**src/rtl/core/ckc_pkg.sv**
```systemverilog
`timescale 1ns / 1ps

package ckc_pkg;

	localparam int PIX_W      = 8;
	localparam int KEY_W      = 2;
	localparam int LIMIT_W    = 18;
	localparam int FW_W       = 13;
	localparam int SQ_W       = 2 * PIX_W;
	localparam int DIST_W     = 18;
	localparam int SUM_W      = 36;
	localparam int CNT_W      = 25;
	localparam int CEN_W      = 16;
	localparam int FRAC_W     = 4;
	localparam int DVD_W      = SUM_W + FRAC_W;
	localparam int DIV_STEPS  = DVD_W;
	localparam int STEP_W     = $clog2(DIV_STEPS);
	localparam int CFG_IDX_W  = 2;
	localparam int CFG_DATA_W = 18;

	typedef enum logic [CFG_IDX_W-1:0] {
		REG_KEY_SELECT     = 2'd0,
		REG_DISTANCE_LIMIT = 2'd1,
		REG_FRAME_WIDTH    = 2'd2
	} reg_idx_t;

	typedef enum logic [KEY_W-1:0] {
		KEY_MAGENTA_RED = 2'd0,
		KEY_CYAN_GREEN  = 2'd1,
		KEY_BLUE        = 2'd2,
		KEY_BLACK       = 2'd3
	} key_t;

	localparam logic [KEY_W-1:0]   KEY_RESET   = KEY_MAGENTA_RED;
	localparam logic [LIMIT_W-1:0] LIMIT_RESET = 18'd900;
	localparam logic [FW_W-1:0]    FW_RESET    = 13'd640;

	typedef struct packed {
		logic [PIX_W-1:0] r;
		logic [PIX_W-1:0] g;
		logic [PIX_W-1:0] b;
	} rgb_t;

	// controller -> datapath
	typedef struct packed {
		logic accum;
		logic last;
		logic load;
		logic zero;
		logic step;
	} cmd_t;

	// datapath -> controller
	typedef struct packed {
		logic any_match;
		logic div_last;
	} sts_t;

	function automatic rgb_t key_color(input logic [KEY_W-1:0] sel);
		rgb_t c;
		case (key_t'(sel))
			KEY_MAGENTA_RED: c = '{r: 8'd253, g: 8'd17,  b: 8'd251};
			KEY_CYAN_GREEN:  c = '{r: 8'd19,  g: 8'd251, b: 8'd233};
			KEY_BLUE:        c = '{r: 8'd13,  g: 8'd97,  b: 8'd255};
			KEY_BLACK:       c = '{r: 8'd0,   g: 8'd0,   b: 8'd0};
			default:         c = '{r: 8'd0,   g: 8'd0,   b: 8'd0};
		endcase
		return c;
	endfunction

endpackage

```
**src/rtl/core/ckc_if.sv**
```systemverilog
`timescale 1ns / 1ps

interface ckc_pixel_if;
	logic       valid;
	logic       ready;
	logic [7:0] pixel_red;
	logic [7:0] pixel_green;
	logic [7:0] pixel_blue;
	logic       frame_end;

	modport source(output valid, pixel_red, pixel_green, pixel_blue, frame_end, input ready);
	modport sink(input valid, pixel_red, pixel_green, pixel_blue, frame_end, output ready);
endinterface

interface ckc_result_if;
	logic        valid;
	logic        ready;
	logic        found;
	logic [15:0] centroid_x;
	logic [15:0] centroid_y;

	modport source(output valid, found, centroid_x, centroid_y, input ready);
	modport sink(input valid, found, centroid_x, centroid_y, output ready);
endinterface

```
**src/rtl/core/ckc_ctrl.sv**
```systemverilog
`timescale 1ns / 1ps

module ckc_ctrl (
	input  logic          clk,
	input  logic          arst_n,
	input  logic          in_valid,
	input  logic          in_last,
	output logic          in_ready,
	output logic          out_valid,
	input  logic          out_ready,
	input  ckc_pkg::sts_t sts,
	output ckc_pkg::cmd_t cmd
);

	typedef enum logic [2:0] {
		S_IDLE = 3'b001,
		S_DIV  = 3'b010,
		S_OUT  = 3'b100
	} state_t;

	state_t state_q;
	state_t state_nx;
	logic   accept;

	// ordinary pixels always flow; a frame end waits for the divider and result slot
	assign in_ready  = (state_q == S_IDLE) || !in_last;
	assign accept    = in_valid && in_ready;
	assign out_valid = (state_q == S_OUT);

	always_comb begin
		cmd       = '0;
		cmd.accum = accept;
		cmd.last  = in_last;
		cmd.load  = accept && in_last && sts.any_match;
		cmd.zero  = accept && in_last && !sts.any_match;
		cmd.step  = (state_q == S_DIV);
	end

	always_comb begin
		state_nx = state_q;
		case (state_q)
			S_IDLE: begin
				if (accept && in_last) begin
					state_nx = sts.any_match ? S_DIV : S_OUT;
				end
			end
			S_DIV: begin
				if (sts.div_last) begin
					state_nx = S_OUT;
				end
			end
			S_OUT: begin
				if (out_ready) begin
					state_nx = S_IDLE;
				end
			end
			default: state_nx = S_IDLE;
		endcase
	end

	always_ff @(posedge clk or negedge arst_n) begin
		if (!arst_n) begin
			state_q <= S_IDLE;
		end else begin
			state_q <= state_nx;
		end
	end

	a_load_starts_divide: assert property (@(posedge clk) disable iff (!arst_n)
		cmd.load |=> state_q == S_DIV)
		else $error("divide did not start after load");

	a_divide_runs_full: assert property (@(posedge clk) disable iff (!arst_n)
		(state_q == S_DIV && !sts.div_last) |=> state_q == S_DIV)
		else $error("divide left early");

endmodule

```
**src/rtl/core/ckc_dp.sv**
```systemverilog
`timescale 1ns / 1ps

module ckc_dp #(
	parameter int MAX_DIM = 4096
) (
	input  logic                             clk,
	input  logic                             arst_n,
	input  logic                             cfg_write,
	input  logic [ckc_pkg::CFG_IDX_W-1:0]    cfg_index,
	input  logic [ckc_pkg::CFG_DATA_W-1:0]   cfg_data,
	input  logic [ckc_pkg::PIX_W-1:0]        pixel_red,
	input  logic [ckc_pkg::PIX_W-1:0]        pixel_green,
	input  logic [ckc_pkg::PIX_W-1:0]        pixel_blue,
	input  ckc_pkg::cmd_t                    cmd,
	output ckc_pkg::sts_t                    sts,
	output logic                             found,
	output logic [ckc_pkg::CEN_W-1:0]        centroid_x,
	output logic [ckc_pkg::CEN_W-1:0]        centroid_y
);

	localparam int CW = $clog2(MAX_DIM);
	localparam int WW = CW + 1;

	localparam int SUM_W  = ckc_pkg::SUM_W;
	localparam int CNT_W  = ckc_pkg::CNT_W;
	localparam int DVD_W  = ckc_pkg::DVD_W;
	localparam int CEN_W  = ckc_pkg::CEN_W;
	localparam int SQ_W   = ckc_pkg::SQ_W;
	localparam int DIST_W = ckc_pkg::DIST_W;
	localparam int STEP_W = ckc_pkg::STEP_W;

	// configuration
	logic [ckc_pkg::KEY_W-1:0]   key_q;
	logic [ckc_pkg::LIMIT_W-1:0] limit_q;
	logic [ckc_pkg::FW_W-1:0]    fwidth_q;

	always_ff @(posedge clk or negedge arst_n) begin
		if (!arst_n) begin
			key_q    <= ckc_pkg::KEY_RESET;
			limit_q  <= ckc_pkg::LIMIT_RESET;
			fwidth_q <= ckc_pkg::FW_RESET;
		end else if (cfg_write) begin
			case (cfg_index)
				ckc_pkg::REG_KEY_SELECT:     key_q    <= cfg_data[ckc_pkg::KEY_W-1:0];
				ckc_pkg::REG_DISTANCE_LIMIT: limit_q  <= cfg_data[ckc_pkg::LIMIT_W-1:0];
				ckc_pkg::REG_FRAME_WIDTH:    fwidth_q <= cfg_data[ckc_pkg::FW_W-1:0];
				default: ;
			endcase
		end
	end

	// match test
	ckc_pkg::rgb_t            key;
	logic [ckc_pkg::PIX_W-1:0] d_r, d_g, d_b;
	logic [SQ_W-1:0]          sq_r, sq_g, sq_b;
	logic [DIST_W-1:0]        dist_sq;
	logic                     match;

	always_comb begin
		key     = ckc_pkg::key_color(key_q);
		d_r     = (pixel_red   >= key.r) ? pixel_red   - key.r : key.r - pixel_red;
		d_g     = (pixel_green >= key.g) ? pixel_green - key.g : key.g - pixel_green;
		d_b     = (pixel_blue  >= key.b) ? pixel_blue  - key.b : key.b - pixel_blue;
		sq_r    = SQ_W'(d_r) * SQ_W'(d_r);
		sq_g    = SQ_W'(d_g) * SQ_W'(d_g);
		sq_b    = SQ_W'(d_b) * SQ_W'(d_b);
		dist_sq = DIST_W'(sq_r) + DIST_W'(sq_g) + DIST_W'(sq_b);
		match   = (dist_sq <= limit_q);
	end

	// raster position and accumulators
	logic [CW-1:0]    col_q, row_q, col_nx, row_nx;
	logic [WW-1:0]    width_eff, col_inc;
	logic             wrap;
	logic [SUM_W-1:0] sum_x_q, sum_y_q, sum_x_nx, sum_y_nx;
	logic [SUM_W:0]   sum_x_add, sum_y_add;
	logic [CNT_W-1:0] cnt_q, cnt_nx;

	always_comb begin
		if (fwidth_q == '0) begin
			width_eff = WW'(1);
		end else if (int'(fwidth_q) > MAX_DIM) begin
			width_eff = WW'(MAX_DIM);
		end else begin
			width_eff = WW'(fwidth_q);
		end
		col_inc = WW'(col_q) + WW'(1);
		wrap    = (col_inc >= width_eff);
		col_nx  = wrap ? '0 : col_inc[CW-1:0];
		row_nx  = (wrap && row_q != CW'(MAX_DIM - 1)) ? row_q + CW'(1) : row_q;

		sum_x_add = {1'b0, sum_x_q} + (SUM_W + 1)'(col_q);
		sum_y_add = {1'b0, sum_y_q} + (SUM_W + 1)'(row_q);
		sum_x_nx  = sum_x_q;
		sum_y_nx  = sum_y_q;
		cnt_nx    = cnt_q;
		if (match) begin
			sum_x_nx = sum_x_add[SUM_W] ? '1 : sum_x_add[SUM_W-1:0];
			sum_y_nx = sum_y_add[SUM_W] ? '1 : sum_y_add[SUM_W-1:0];
			if (cnt_q != '1) begin
				cnt_nx = cnt_q + CNT_W'(1);
			end
		end
	end

	always_ff @(posedge clk or negedge arst_n) begin
		if (!arst_n) begin
			col_q   <= '0;
			row_q   <= '0;
			sum_x_q <= '0;
			sum_y_q <= '0;
			cnt_q   <= '0;
		end else if (cmd.accum) begin
			if (cmd.last) begin
				col_q   <= '0;
				row_q   <= '0;
				sum_x_q <= '0;
				sum_y_q <= '0;
				cnt_q   <= '0;
			end else begin
				col_q   <= col_nx;
				row_q   <= row_nx;
				sum_x_q <= sum_x_nx;
				sum_y_q <= sum_y_nx;
				cnt_q   <= cnt_nx;
			end
		end
	end

	// bit-serial restoring divider, lane 0 for x and lane 1 for y
	logic [DVD_W-1:0]  dvd_q  [2];
	logic [CNT_W-1:0]  rem_q  [2];
	logic [CNT_W-1:0]  rem_nx [2];
	logic [CEN_W-1:0]  quo_q  [2];
	logic [CEN_W-1:0]  quo_nx [2];
	logic [CEN_W-1:0]  res    [2];
	logic              ovf_q  [2];
	logic              ovf_nx [2];
	logic [CNT_W:0]    shifted[2];
	logic              ge     [2];
	logic [CNT_W-1:0]  div_q;
	logic [STEP_W-1:0] step_q;

	always_comb begin
		for (int l = 0; l < 2; l++) begin
			shifted[l] = {rem_q[l], dvd_q[l][DVD_W-1]};
			ge[l]      = (shifted[l] >= {1'b0, div_q});
			rem_nx[l]  = ge[l] ? CNT_W'(shifted[l] - {1'b0, div_q}) : CNT_W'(shifted[l]);
			quo_nx[l]  = {quo_q[l][CEN_W-2:0], ge[l]};
			// sticky overflow: any quotient bit above the 16 kept ones saturates
			ovf_nx[l]  = ovf_q[l] | quo_q[l][CEN_W-1];
			res[l]     = ovf_nx[l] ? '1 : quo_nx[l];
		end
	end

	always_ff @(posedge clk) begin
		if (cmd.load) begin
			dvd_q[0] <= {sum_x_nx, {ckc_pkg::FRAC_W{1'b0}}};
			dvd_q[1] <= {sum_y_nx, {ckc_pkg::FRAC_W{1'b0}}};
			div_q    <= cnt_nx;
			step_q   <= '0;
			for (int l = 0; l < 2; l++) begin
				rem_q[l] <= '0;
				quo_q[l] <= '0;
				ovf_q[l] <= 1'b0;
			end
		end else if (cmd.step) begin
			step_q <= step_q + STEP_W'(1);
			for (int l = 0; l < 2; l++) begin
				dvd_q[l] <= {dvd_q[l][DVD_W-2:0], 1'b0};
				rem_q[l] <= rem_nx[l];
				quo_q[l] <= quo_nx[l];
				ovf_q[l] <= ovf_nx[l];
			end
		end
	end

	assign sts.any_match = (cnt_nx != '0);
	assign sts.div_last  = (step_q == STEP_W'(ckc_pkg::DIV_STEPS - 1));

	// result register
	logic             found_q;
	logic [CEN_W-1:0] cx_q, cy_q;

	always_ff @(posedge clk) begin
		if (cmd.zero) begin
			found_q <= 1'b0;
			cx_q    <= '0;
			cy_q    <= '0;
		end else if (cmd.step && sts.div_last) begin
			found_q <= 1'b1;
			cx_q    <= res[0];
			cy_q    <= res[1];
		end
	end

	assign found      = found_q;
	assign centroid_x = cx_q;
	assign centroid_y = cy_q;

	a_rem_below_div: assert property (@(posedge clk) disable iff (!arst_n)
		cmd.step |-> (rem_q[0] < div_q) && (rem_q[1] < div_q))
		else $error("divider remainder not below divisor");

	a_empty_frame_result: assert property (@(posedge clk) disable iff (!arst_n)
		cmd.zero |=> !found_q && cx_q == '0 && cy_q == '0)
		else $error("empty frame result not zero");

	a_frame_end_clears: assert property (@(posedge clk) disable iff (!arst_n)
		(cmd.accum && cmd.last) |=> cnt_q == '0 && sum_x_q == '0 && sum_y_q == '0
			&& col_q == '0 && row_q == '0)
		else $error("state not cleared after frame end");

endmodule

```
**src/rtl/core/color_key_centroid_core.sv**
```systemverilog
`timescale 1ns / 1ps
// port     dir  contents
// pixel    in   valid/ready, pixel_red, pixel_green, pixel_blue, frame_end
// result   out  valid/ready, found, centroid_x, centroid_y
// cfg_*    in   cfg_write, cfg_index, cfg_data (write only)
//
// One pixel per clock is accepted; pixels that do not end a frame are never stalled.
// A frame end with a match starts a bit-serial divide (one quotient bit per cycle for both
// axes); the result shows as it ends, or in the cycle after acceptance if nothing matched.
// The next frame accumulates meanwhile; its frame end stalls until the previous result
// transfers. arst_n clears position, sums, count, controller and registers to defaults.

module color_key_centroid_core #(
	parameter int MAX_DIM = 4096
) (
	input  logic                           clk,
	input  logic                           arst_n,
	ckc_pixel_if.sink                      pixel,
	ckc_result_if.source                   result,
	input  logic                           cfg_write,
	input  logic [ckc_pkg::CFG_IDX_W-1:0]  cfg_index,
	input  logic [ckc_pkg::CFG_DATA_W-1:0] cfg_data
);

	ckc_pkg::cmd_t cmd;
	ckc_pkg::sts_t sts;
	logic          in_ready;
	logic          out_valid;

	ckc_ctrl u_ctrl (
		.clk       (clk),
		.arst_n    (arst_n),
		.in_valid  (pixel.valid),
		.in_last   (pixel.frame_end),
		.in_ready  (in_ready),
		.out_valid (out_valid),
		.out_ready (result.ready),
		.sts       (sts),
		.cmd       (cmd)
	);

	ckc_dp #(
		.MAX_DIM (MAX_DIM)
	) u_dp (
		.clk         (clk),
		.arst_n      (arst_n),
		.cfg_write   (cfg_write),
		.cfg_index   (cfg_index),
		.cfg_data    (cfg_data),
		.pixel_red   (pixel.pixel_red),
		.pixel_green (pixel.pixel_green),
		.pixel_blue  (pixel.pixel_blue),
		.cmd         (cmd),
		.sts         (sts),
		.found       (result.found),
		.centroid_x  (result.centroid_x),
		.centroid_y  (result.centroid_y)
	);

	assign pixel.ready  = in_ready;
	assign result.valid = out_valid;

endmodule
```
**src/flat_wrapper.sv**
```systemverilog
// flat-port wrapper written by rule: the top's interface ports become plain ports
module color_key_centroid_core_flat 
#(
	parameter int MAX_DIM = 4096
)
  (clk, arst_n, cfg_write, cfg_index, cfg_data, pixel_valid, pixel_pixel_red, pixel_pixel_green, pixel_pixel_blue, pixel_frame_end, pixel_ready, result_valid, result_found, result_centroid_x, result_centroid_y, result_ready);
  ckc_pixel_if pixel_i ();
  ckc_result_if result_i ();
  input  logic clk;
  input  logic arst_n;
  input  logic cfg_write;
  input  logic [ckc_pkg::CFG_IDX_W-1:0] cfg_index;
  input  logic [ckc_pkg::CFG_DATA_W-1:0] cfg_data;
  input wire logic [$bits(pixel_i.valid)-1:0] pixel_valid;
  input wire logic [$bits(pixel_i.pixel_red)-1:0] pixel_pixel_red;
  input wire logic [$bits(pixel_i.pixel_green)-1:0] pixel_pixel_green;
  input wire logic [$bits(pixel_i.pixel_blue)-1:0] pixel_pixel_blue;
  input wire logic [$bits(pixel_i.frame_end)-1:0] pixel_frame_end;
  output wire logic [$bits(pixel_i.ready)-1:0] pixel_ready;
  output wire logic [$bits(result_i.valid)-1:0] result_valid;
  output wire logic [$bits(result_i.found)-1:0] result_found;
  output wire logic [$bits(result_i.centroid_x)-1:0] result_centroid_x;
  output wire logic [$bits(result_i.centroid_y)-1:0] result_centroid_y;
  input wire logic [$bits(result_i.ready)-1:0] result_ready;
  assign pixel_i.valid = pixel_valid;
  assign pixel_i.pixel_red = pixel_pixel_red;
  assign pixel_i.pixel_green = pixel_pixel_green;
  assign pixel_i.pixel_blue = pixel_pixel_blue;
  assign pixel_i.frame_end = pixel_frame_end;
  assign pixel_ready = pixel_i.ready;
  assign result_valid = result_i.valid;
  assign result_found = result_i.found;
  assign result_centroid_x = result_i.centroid_x;
  assign result_centroid_y = result_i.centroid_y;
  assign result_i.ready = result_ready;
  color_key_centroid_core #(.MAX_DIM(MAX_DIM)) u_core (.clk(clk), .arst_n(arst_n), .pixel(pixel_i), .result(result_i), .cfg_write(cfg_write), .cfg_index(cfg_index), .cfg_data(cfg_data));
endmodule
```
**config.mk**
```make
export PLATFORM = sky130hd
export DESIGN_NAME = color_key_centroid_core_flat
export DESIGN_NICKNAME = d
export VERILOG_FILES = /design/src/rtl/core/ckc_pkg.sv /design/src/rtl/core/ckc_if.sv /design/src/rtl/core/ckc_ctrl.sv /design/src/rtl/core/ckc_dp.sv /design/src/rtl/core/color_key_centroid_core.sv /design/src/flat_wrapper.sv
export SDC_FILE = /design/constraint.sdc
export NUM_CORES = 1
export LEC_CHECK = 0
export BUFFER_PORTS_ARGS = -buffer_cell sky130_fd_sc_hd__buf_2
export CORE_ASPECT_RATIO = 1.2
export CORE_MARGIN = 4
export CORE_UTILIZATION = 35
export DETAILED_ROUTE_END_ITERATION = 12
export GPL_ROUTABILITY_DRIVEN = 0
export HOLD_SLACK_MARGIN = 0.03
export MAX_ROUTING_LAYER = met4
export REMOVE_ABC_BUFFERS = 1
export SYNTH_ARGS = -nofsm -noshare
export SYNTH_HDL_FRONTEND = slang
export SYNTH_SLANG_ARGS = --single-unit
```
**constraint.sdc**
```tcl
create_clock -name clk -period 24.5 [get_ports clk]
set_input_delay 4.9 -clock clk [delete_from_list [all_inputs] [get_ports clk]]
set_output_delay 4.9 -clock clk [all_outputs]
set_load 0.02 [all_outputs]
```
== Word level (Yosys, flattened, before mapping) ==
Memories as Yosys holds them, arrays and structs flattened.
Index checks and enable logic that the tools add are counted.
Storage, ports and cells
  memories kept: 4
  output and inout port bits: 35
  memory bits (read-only): 0
  memory bits (writable): 162
  input port bits: 50
  latch bits: 0
  bits in registers: 221
Memory list
  u_core.u_dp.dvd_q: words 2, width 39, read ports 2, clocked after Yosys merged registers in 0, write ports 2, line ckc_dp.sv:131  | logic [DVD_W-1:0] dvd_q [2];
  u_core.u_dp.rem_q: words 2, width 25, read ports 2, clocked after Yosys merged registers in 0, write ports 2, line ckc_dp.sv:132  | logic [CNT_W-1:0] rem_q [2];
  u_core.u_dp.quo_q: words 2, width 16, read ports 2, clocked after Yosys merged registers in 0, write ports 2, line ckc_dp.sv:134  | logic [CEN_W-1:0] quo_q [2];
  u_core.u_dp.ovf_q: words 2, width 1, read ports 2, clocked after Yosys merged registers in 0, write ports 2, line ckc_dp.sv:137  | logic ovf_q [2];
Operators by class
  equal/unequal tests: 14
  mux-type cells: 41
  multiply operators: 3
  divide/modulo/power cells: 0
  bitwise gates (word level): 10
  shifts and indexed selects: 0
  $lt $le $gt $ge: 8
  reductions and logical operators: 19
  add/sub/neg operators: 16
Operators by type and width (number)
  $mux 36: 6
  $mux 25: 7
  $pmux 24 s4: 1
  $mux 39: 2
  $add 36x12->37: 2
  $mux 16: 4
  $ge 26x25->1: 2
  $sub 25x25->25: 2
  $mul 8x8->16: 3
  $mux 12: 4
  $sub 8x8->8: 6
  $mux 13: 2
  $add 25x1->25 const B: 1
  $ne 25x25->1 const B: 1
  $reduce_bool 25->1: 1
  $ge 8x8->1: 3
  $mux 8: 3
  $add 17x16->18: 1
  $le 18x18->1: 1
  $add 16x16->17: 1
  $add 12x1->13 const B: 1
  $ge 13x13->1: 1
  $gt 13x13->1 const B: 1
  $logic_not 13->1: 1
  other kinds (21): 54

== Depth between registers and ports, before layout ==
Gate-level depths: netlist (run 1).
  depth after elaboration: 14
  gate-level depth with buffers: 52
  gate-level depth less buffers: 48

== Cells and area by module ==
A second synthesis (run 1) with hierarchy kept.
Second synthesis, totals
  cells, all modules: 3173
  area total of the unflattened synthesis: 29538.3 um2
Modules (own cells, without submodules)
  ckc_dp: cells an instance 3152, times used 1, area each 29328.1 um2, sequential area each 10077.2 um2
  ckc_ctrl: cells an instance 21, times used 1, area each 210.2 um2, sequential area each 76.3 um2

== Least setup slack after synthesis (run 1) ==
OpenSTA, ideal clock, no wires.
  path kind: input -> register
  from: input port pixel_pixel_green[1]
  to: memory u_core.u_dp.dvd_q[0][10] (netlist bit) (enable)
  required time: 23.957 ns
  stages on the path: 42
  data arrival time: 19.926 ns
  buffers on the path: 2
  setup slack: 4.031 ns
  cell sequence: inv_1 ha_1 ha_1 nor3_1 nand3_1 a221o_1 a211oi_1 o21a_1 a21oi_1 a2111oi_0 or3_1 clkbuf_1 a21oi_1 fa_1 inv_1 fa_1 inv_1 fa_1 (+6 left out) ha_1 a211oi_1 o31ai_1 or4_1 a31o_2 a21oi_1 xnor2_1 ha_1 nand4_1 nor2_1 o2bb2ai_1 o31a_1 clkbuf_1 nor4_1 mux2i_1 nor4b_1 a21oi_2 nand2b_1
RTL lines
  from (decl): line flat_wrapper.sv:16  | input wire logic [$bits(pixel_i.pixel_green)-1:0] pixel_pixel_green;
  to (decl): line ckc_dp.sv:131

==> out/qor.yml, run 1 <==
timing:
  finalSetupViolCount: 0
  sum_of_negative_setup_slack_ns: 0
  unrepaired_setup_endpoints_after_global_routing: "no"
  layout_worst_path_cycle_share_pct: 75.68
  timing.final.crit_period_ns: 18.54
  worst_pin_slew_ns: 1.157
  hold_viol: 0
  worst_slew_margin_rel_pct: 20.85
  max_freq_mhz: 53.94
  clock-skew-final_ns: 0.02458
  timing_max_transition_violations_final: 0
yosys:
  post_synth_inst_count: 3200
  cells_taking_the_most_area_after_synthesis: "sky130_fd_sc_hd__edfxtp_1 (18%), sky130_fd_sc_hd__dfrtp_1 (13%), sky130_fd_sc_hd__ha_1 (9.8%)"
  top_reg_cell_synth: "sky130_fd_sc_hd__edfxtp_1"
  main_combinational_cell_family_by_area_after_synthesis: "adder cells"
  synth_edf_count: 181
  synth_largest_area_cell: "sky130_fd_sc_hd__edfxtp_1"
  synth.lib_cells_used.distinct: 83
  synth.yosys.seq_area_share_pct: 34.18
  synth_compound_area_share_pct: 16.27
  per_instance_average_area_after_synthesis_um2: 9.283
  post_synth_fa_ha_maj_area_fraction_pct: 19.25
  yosysTopAreaCellShare_pct: 18.30
  yosys_warn_count: 0
  post_synth_and_or_nand_nor_area_fraction_pct: 15.92
  ys_seq_elements: 377
  post_synth_instance_area_mm2: 0.02970
  synthesized_area_fraction_occupied_by_xor_and_xnor_cells_pct: 5.071
  synth-async-reset-ratio_pct: 41.64
  mux_contribution_to_synthesized_area_pct: 2.725
global_route:
  antenna_found_initial: 2
  first_global_vias: 22620
  grt_start_max_net_pins: 73
  overflow: 0
  grt_pass1_wl_um: 120800
  grt_util_all_layers_pct: 16.79
worst_setup_path:
  cpPeakStageDelay_ns: 0.82
  worst_r2r_endpoint: "u_core.u_dp.dvd_q[0][24]$_DFFE_PP_"
  setup.worst_path.class: "in2reg"
  setup.worst_path.end: "u_core.u_dp.dvd_q[0][24]$_DFFE_PP_"
  endpoint_kind: "flip-flop"
  rr_worst_depth: 43
  reg2reg_slack_ns: 8.99
  cp-startpoint: "pixel_pixel_green[1]"
  crit_slowest_cell: "sky130_fd_sc_hd__buf_4"
  timing.critical_path.from_type: "input port"
  worst_path_most_repeated_cell: "sky130_fd_sc_hd__fa_1"
  worst_ep_arrival_time_ns: 18.71
  worst-endpoint-required_ns: 24.67
  timing.critical_path.fanout_max: 71
  critical_path.reg2reg.startpoint: "u_core.u_dp.key_q[1]$_DFFE_PN0P_"
cts:
  cts.clk_slew.worst_paths_ns: 0.06
  worstSkewPairLatency_ns: 0.57
  cts-hold-fix-buffers: 0
  htree_num_levels: 2
  clkSinkCount: 377
  clock-root-buffer: "sky130_fd_sc_hd__clkbuf_16"
  tritoncts: "done"
  cts_made_buffers: 44
  cts_repair_resize_count: 0
  cts.path.max_buffers: 3
  cts_setup_buffers: 0
final_layout:
  layout_common_cells: "sky130_fd_sc_hd__inv_1 (363), sky130_fd_sc_hd__nor2_1 (272), sky130_fd_sc_hd__nand2_1 (240)"
  design.final.nets: 3651
  antennaDiodeCount: 0
  layout_commonest_cell: "sky130_fd_sc_hd__inv_1"
  area_growth_pct: 10.29
  finish.cell_count_without_fillers: 4384
  drive_gt1_share_pct: 9.623
detailed_routing:
  antenna_violating_nets_post_route: 0
  number_of_design_rule_violations_left_after_detail_routing: 0
  dr.first_iter.drc_count: 1482
  mean_number_of_vias_per_cell: 5.244
  via_count: 22990
  total_wirelength_of_the_detailed_routed_design_um: 73790
  avgRoutedWirePerCell_um: 16.83
  drtPass1Iterations: 5
run_status:
  status: "complete, no violations"
floorplanning:
  floorplan.die.height_um: 327.1
  initial_core_util_pct: 35.47
  fp-row-count: 116
  top_level_ports: 85
  core-area_mm2: 0.08375
  die_boundary_width_um: 273.9
  die_area_mm2: 0.08961
placement:
  post-dp-hpwl_um: 53480
  numPlacedInstances: 4303
  port-buffer-count: 84
flow_run:
  max_cap_viol_count: 0
min_path:
  hold_class: "reg2reg"
-- worst max-delay path: cells and delay by family --
kind | cells | cell delay, ns
AND/OR/NAND/NOR | 8 | 2.42
multiplexers | 1 | 0.28
XOR/XNOR | 1 | 0.14
adder cells (fa/ha/maj) | 11 | 4.41
AO/OA/AOI/OAI | 14 | 4.94
buffers and inverters | 8 | 1.52
-- registers in the layout, indices dropped and copies added, names as in the netlist, 13 cells and up --
register and count:
u_core.u_dp.sum_x_q 36, u_core.u_dp.fwidth_q 13, u_core.u_dp.limit_q 18, u_core.u_dp.rem_q 50, u_core.u_dp.sum_y_q 36, u_core.u_dp.centroid_x 16
u_core.u_dp.dvd_q 72, u_core.u_dp.cnt_q 25, u_core.u_dp.quo_q 32, u_core.u_dp.div_q 25, u_core.u_dp.centroid_y 16
-- layer usage --
| metal | track usage [%] | share of wire, % | vias to the layer above |
|---|---|---|---|
| li1 | - | - | 11280 |
| met1 | 22.58 | 46 | 11190 |
| met2 | 27.52 | 48 | 418 |
| met3 | 1.751 | 3.5 | 105 |
| met4 | 3.861 | 2.2 | 0 |
| met5 | - | 0 | - |
-- cell type report --
| type | count | area (µm²) |
|---|---|---|
| clock buffer | 65 | 1314 |
| tap | 1121 | 1403 |
| fill | 8397 | 50980 |
| multi-input combinational | 2322 | 17670 |
| timing repair buffer | 118 | 681.9 |
| clock inverter | 16 | 175.2 |
| sequential | 377 | 10150 |
| inverter | 365 | 1370 |
-- Yosys cell counts, types with 27 or more instances --
cell type                  instances
sky130_fd_sc_hd__nand4_1          30
sky130_fd_sc_hd__mux2_2           39
sky130_fd_sc_hd__nand2b_1         27
sky130_fd_sc_hd__nor2_1          277
sky130_fd_sc_hd__and3_1           70
sky130_fd_sc_hd__a21o_1           50
sky130_fd_sc_hd__nand3_1          83
sky130_fd_sc_hd__edfxtp_1        181
sky130_fd_sc_hd__xor2_1           71
sky130_fd_sc_hd__a31oi_1          46
sky130_fd_sc_hd__mux2i_1          37
sky130_fd_sc_hd__ha_1            233
sky130_fd_sc_hd__a21oi_1         197
sky130_fd_sc_hd__clkbuf_1        120
sky130_fd_sc_hd__dfrtp_1         150
sky130_fd_sc_hd__a211oi_1         28
sky130_fd_sc_hd__inv_1           363
sky130_fd_sc_hd__o22ai_1          43
sky130_fd_sc_hd__dfxtp_1          39
sky130_fd_sc_hd__o21a_1           29
sky130_fd_sc_hd__o21ai_0         161
sky130_fd_sc_hd__nor3_1           43
sky130_fd_sc_hd__nand2_1         242
sky130_fd_sc_hd__xnor2_1         101
sky130_fd_sc_hd__a22o_1           31
sky130_fd_sc_hd__fa_1            140
-- cells by family after synthesis --
family | Yosys count
flip-flops | 377
AND/OR/NAND/NOR | 953
adder cells (fa/ha/maj) | 373
AO/OA/AOI/OAI | 748
buffers and inverters | 501
multiplexers | 76
XOR/XNOR | 172
-- metrics by stage --
step / utilization, % / hold slack [ns] / worst slack [ns] / cell area, µm²
after CTS: 39.12 / 0.4952 / 6.025 / 32760
after global routing: 39.12 / 0.5238 / 4.929 / 32760
after floorplan: - / 0.4585 / 0.5053 / 29120
after detailed placement: 37.34 / 0.4817 / 5.468 / 31270
final: 39.12 / 0.4950 / 5.959 / 32760
after global placement: 37.34 / 0.4482 / 5.729 / 31270
-- worst min-delay path by stage --
stage	start	endpoint	slack [ns]	cells past startpoint
6_report	u_core.u_dp.step_q[1]$_SDFFE_PP0P_	u_core.u_dp.step_q[1]$_SDFFE_PP0P_	0.50	2
5_1_grt	u_core.u_dp.limit_q[14]$_DFFE_PN0P_	u_core.u_dp.limit_q[14]$_DFFE_PN0P_	0.52	1
4_1_cts	u_core.u_dp.step_q[1]$_SDFFE_PP0P_	u_core.u_dp.step_q[1]$_SDFFE_PP0P_	0.50	2
3_5_place_dp	u_core.u_dp.step_q[1]$_SDFFE_PP0P_	u_core.u_dp.step_q[1]$_SDFFE_PP0P_	0.48	2
3_3_place_gp	u_core.u_dp.found$_SDFFE_PP0P_	u_core.u_dp.found$_SDFFE_PP0P_	0.45	2
2_1_floorplan	u_core.u_dp.step_q[5]$_SDFFE_PP0P_	u_core.u_dp.step_q[5]$_SDFFE_PP0P_	0.46	2
Power of run 1 is left out: the tool's default activity adds up to more than one toggle a clock period on the data nets, which glitch-free logic cannot reach.
==> inputs of run 2 (changes only) <==
ABC_AREA = 1   (was not set)
clock period = 18.1 ns   (was 24.5 ns; I/O delays follow)
==> run 2 against run 1 <==
Net effect: worst hold slack worse by 0.010 ns; sequential share of layout area is 1.2 points lower; design area is 4.1% higher; die area is 3.9% higher; critical endpoint is now u_core.u_dp.rem_q[0][15]$_SDFFCE_PN0P_; largest cell class unchanged.
==> out/qor.yml, run 2 <==
yosys:
  top_reg_cell_synth: "sky130_fd_sc_hd__edfxtp_1"
  synth_edf_count: 181  # unchanged
  synth_largest_area_cell: "sky130_fd_sc_hd__edfxtp_1"
  synth-async-reset-ratio_pct: 41.64  # unchanged
  yosysTopAreaCellShare_pct: 17.59  # -0.71 points
  post_synth_instance_area_mm2: 0.03090  # +4.0%
  synth.lib_cells_used.distinct: 55  # -34%
  post_synth_most_frequent_cells: "sky130_fd_sc_hd__nand2_1 (796), sky130_fd_sc_hd__inv_1 (669), sky130_fd_sc_hd__nor2_1 (412)"
  cells_taking_the_most_area_after_synthesis: "sky130_fd_sc_hd__edfxtp_1 (18%), sky130_fd_sc_hd__dfrtp_1 (12%), sky130_fd_sc_hd__nand2_1 (9.7%)"
  per_instance_average_area_after_synthesis_um2: 7.722  # -17%
  post_synth_inst_count: 4001  # +25%
  synth.yosys.seq_area_share_pct: 32.86  # -1.3 points
  most_common_cell_in_the_netlist: "sky130_fd_sc_hd__nand2_1"
  yosys_warn_count: 0  # unchanged
  ys_seq_elements: 377  # unchanged
final_layout:
  layout.area.seq_mm2: 0.01015  # unchanged
  design.final.nets: 4468  # +22%
  largest_reg_flops: 72  # unchanged
  multi_input_area_mm2: 0.01769  # +0.16%
  post-route-cell-area_mm2: 0.03412  # +4.1%
  area_growth_pct: 10.44
  largestRegisters: "u_core.u_dp.dvd_q x72, u_core.u_dp.rem_q x50"
  finish.cell_count_without_fillers: 5236  # +19%
  layout_commonest_cell: "sky130_fd_sc_hd__nand2_1"
  drive_gt1_share_pct: 6.590  # -3.0 points
  largest_register: "u_core.u_dp.dvd_q"
  layout_common_cells: "sky130_fd_sc_hd__nand2_1 (794), sky130_fd_sc_hd__inv_1 (668), sky130_fd_sc_hd__nor2_1 (411)"
  filler_cell_count: 9076  # +8.1%
run_status:
  status: "complete, no violations"
cts:
  cts_repair_resize_count: 0  # unchanged
  clkSinkCount: 377  # unchanged
  cts.clk_slew.worst_paths_ns: 0.06  # about the same
  cts.path.max_buffers: 3  # unchanged
  clock-root-buffer: "sky130_fd_sc_hd__clkbuf_16"
  htree_num_levels: 2  # unchanged
  cts-hold-fix-buffers: 0  # unchanged
  cts_made_buffers: 45  # +2.3%
  tritoncts: "done"
  worstSkewPairLatency_ns: 0.61  # +0.04 ns
  cts_setup_buffers: 0  # unchanged
detailed_routing:
  drtPass1Iterations: 6  # +1
  dr.first_iter.drc_count: 1849  # +25%
  via_count: 26290  # +14%
  antenna_violating_nets_post_route: 0  # unchanged
  mean_number_of_vias_per_cell: 5.021  # -4.3%
  number_of_design_rule_violations_left_after_detail_routing: 0  # unchanged
  total_wirelength_of_the_detailed_routed_design_um: 82130  # +11%
  avgRoutedWirePerCell_um: 15.69  # -6.8%
global_route:
  grt_start_max_net_pins: 157  # +120%
  grt_util_all_layers_pct: 17.99  # +1.2 points
  antenna_found_initial: 5  # +3
  first_global_vias: 25910  # +15%
  grt_pass1_wl_um: 134800  # +12%
  overflow: 0  # unchanged
flow_run:
  max_cap_viol_count: 0  # unchanged
timing:
  layout_worst_path_cycle_share_pct: 83.88
  max_freq_mhz: 65.87
  clock-skew-final_ns: 0.03480  # +0.01022 ns
  hold_viol: 0  # unchanged
  finalSetupViolCount: 0  # unchanged
  layout_setup_ws_ns: 2.918  # -3.041 ns
  timing.final.crit_period_ns: 15.18
  sum_of_negative_setup_slack_ns: 0  # unchanged
  unrepaired_setup_endpoints_after_global_routing: "no"
  worst_slew_margin_rel_pct: 26.49  # +5.6 points
  timing_max_transition_violations_final: 0  # unchanged
  worst_pin_slew_ns: 1.099  # -0.05876 ns
worst_setup_path:
  setup.worst_path.class: "in2reg"
  cpPeakStageDelay_ns: 0.80  # -0.02 ns
  crit_slowest_cell: "sky130_fd_sc_hd__nand2_4"
  timing.critical_path.fanout_max: 156  # +120%
  worst-endpoint-required_ns: 18.33  # -6.34 ns
  endpoint_kind: "flip-flop"
  timing.critical_path.from_type: "input port"
  worst_ep_arrival_time_ns: 15.41  # -3.30 ns
  critical_path.reg2reg.startpoint: "u_core.u_dp.key_q[1]$_DFFE_PN0P_"
  cp-startpoint: "pixel_pixel_red[0]"
  worst_path_most_repeated_cell: "sky130_fd_sc_hd__nand2_1"
floorplanning:
  die_boundary_width_um: 279.2  # +1.9%
  fp-row-count: 119  # +2.6%
  core-area_mm2: 0.08770  # +4.7%
  floorplan.die.height_um: 333.5  # +1.9%
  die_area_mm2: 0.09311  # +3.9%
  top_level_ports: 85  # unchanged
  initial_core_util_pct: 35.23  # -0.24 points
min_path:
  timing.hold.worst.start: "u_core.u_dp.limit_q[6]$_DFFE_PN0P_"
  hold_class: "reg2reg"
placement:
  placement.setup.worst_slack_ns: 2.332  # -3.137 ns
  placement.cell_area_mm2: 0.03246  # +3.8%
  numPlacedInstances: 5147  # +20%
  port-buffer-count: 84  # unchanged
  post-dp-hpwl_um: 62840  # +18%
[run 2: cell types whose count changed after synthesis, sizes merged, moves of 67 or more]
cell / before / now
inv: 363 / 689
nand3: 83 / 210
o21ai: 164 / 321
and3: 70 / 3
nor2: 297 / 425
nand2: 242 / 824
[run 2: worst paths after layout]
check / end / slack (ns) / cells after the start
max in group asynchronous: u_core.u_dp.limit_q[17]$_DFFE_PN0P_ / 13.99 / 2
max reg2reg: u_core.u_dp.rem_q[0][15]$_SDFFCE_PN0P_ / 3.87 / 52
min: u_core.u_dp.limit_q[6]$_DFFE_PN0P_ / 0.48 / 2
min reg2reg: u_core.u_dp.limit_q[6]$_DFFE_PN0P_ / 0.48 / 2
max: u_core.u_dp.rem_q[0][15]$_SDFFCE_PN0P_ / 2.92 / 53
min in group asynchronous: u_core.u_dp.sum_x_q[25]$_DFFE_PN0P_ / 2.95 / 1
[run 2: cells by family (layout without fill, tap and decap cells)]
family | Yosys count | count (layout) | synth area share (%)
adders and majority gates | 373 | 373 | 18.51
xor gates and xnor gates | 137 | 137 | 3.908
buffers and inverters | 798 | 879 | 9.938
other | 0 | 5 | 0
DFF | 377 | 377 | 32.86
and+or+nand+nor | 1612 | 1612 | 22.21
AOI/OAI and AO/OA | 704 | 704 | 12.57
[run 2: worst max-delay path, delay by kind of cell]
kind	cells	cell delay, ns
AOI/OAI and AO/OA	6	0.87
adders and majority gates	11	4.83
xor gates and xnor gates	2	0.72
and+or+nand+nor	22	3.42
buffers and inverters	12	1.78
[run 2: metal layers]
layer	track usage [%]	vias up	wire, µm
li1	-	13110	-
met1	22.89	12520	36380
met2	30.47	511	40240
met3	1.974	144	3098
met4	5.027	0	2405
met5	-	-	0
[run 2: final cells by class]
cell class | count | share of cell area (%)
Tap cell | 1149 | 4.213
Sequential cell | 377 | 29.76
Inverter | 693 | 7.624
Timing Repair Buffer | 102 | 1.683
Clock inverter | 20 | 0.9534
Antenna cell | 5 | 0.03667
Clock buffer | 64 | 3.872
Multi-Input combinational cell | 2826 | 51.86
[run 2: stage by stage]
| step | util, % | hold slack, ns |
|---|---|---|
| floorplan | - | 0.4530 |
| global placement | 37.01 | 0.4682 |
| detailed placement | 37.01 | 0.4739 |
| CTS | 38.89 | 0.4888 |
| global route | 38.91 | 0.5041 |
| finish | 38.91 | 0.4847 |
Power of run 2 is left out for the same reason.
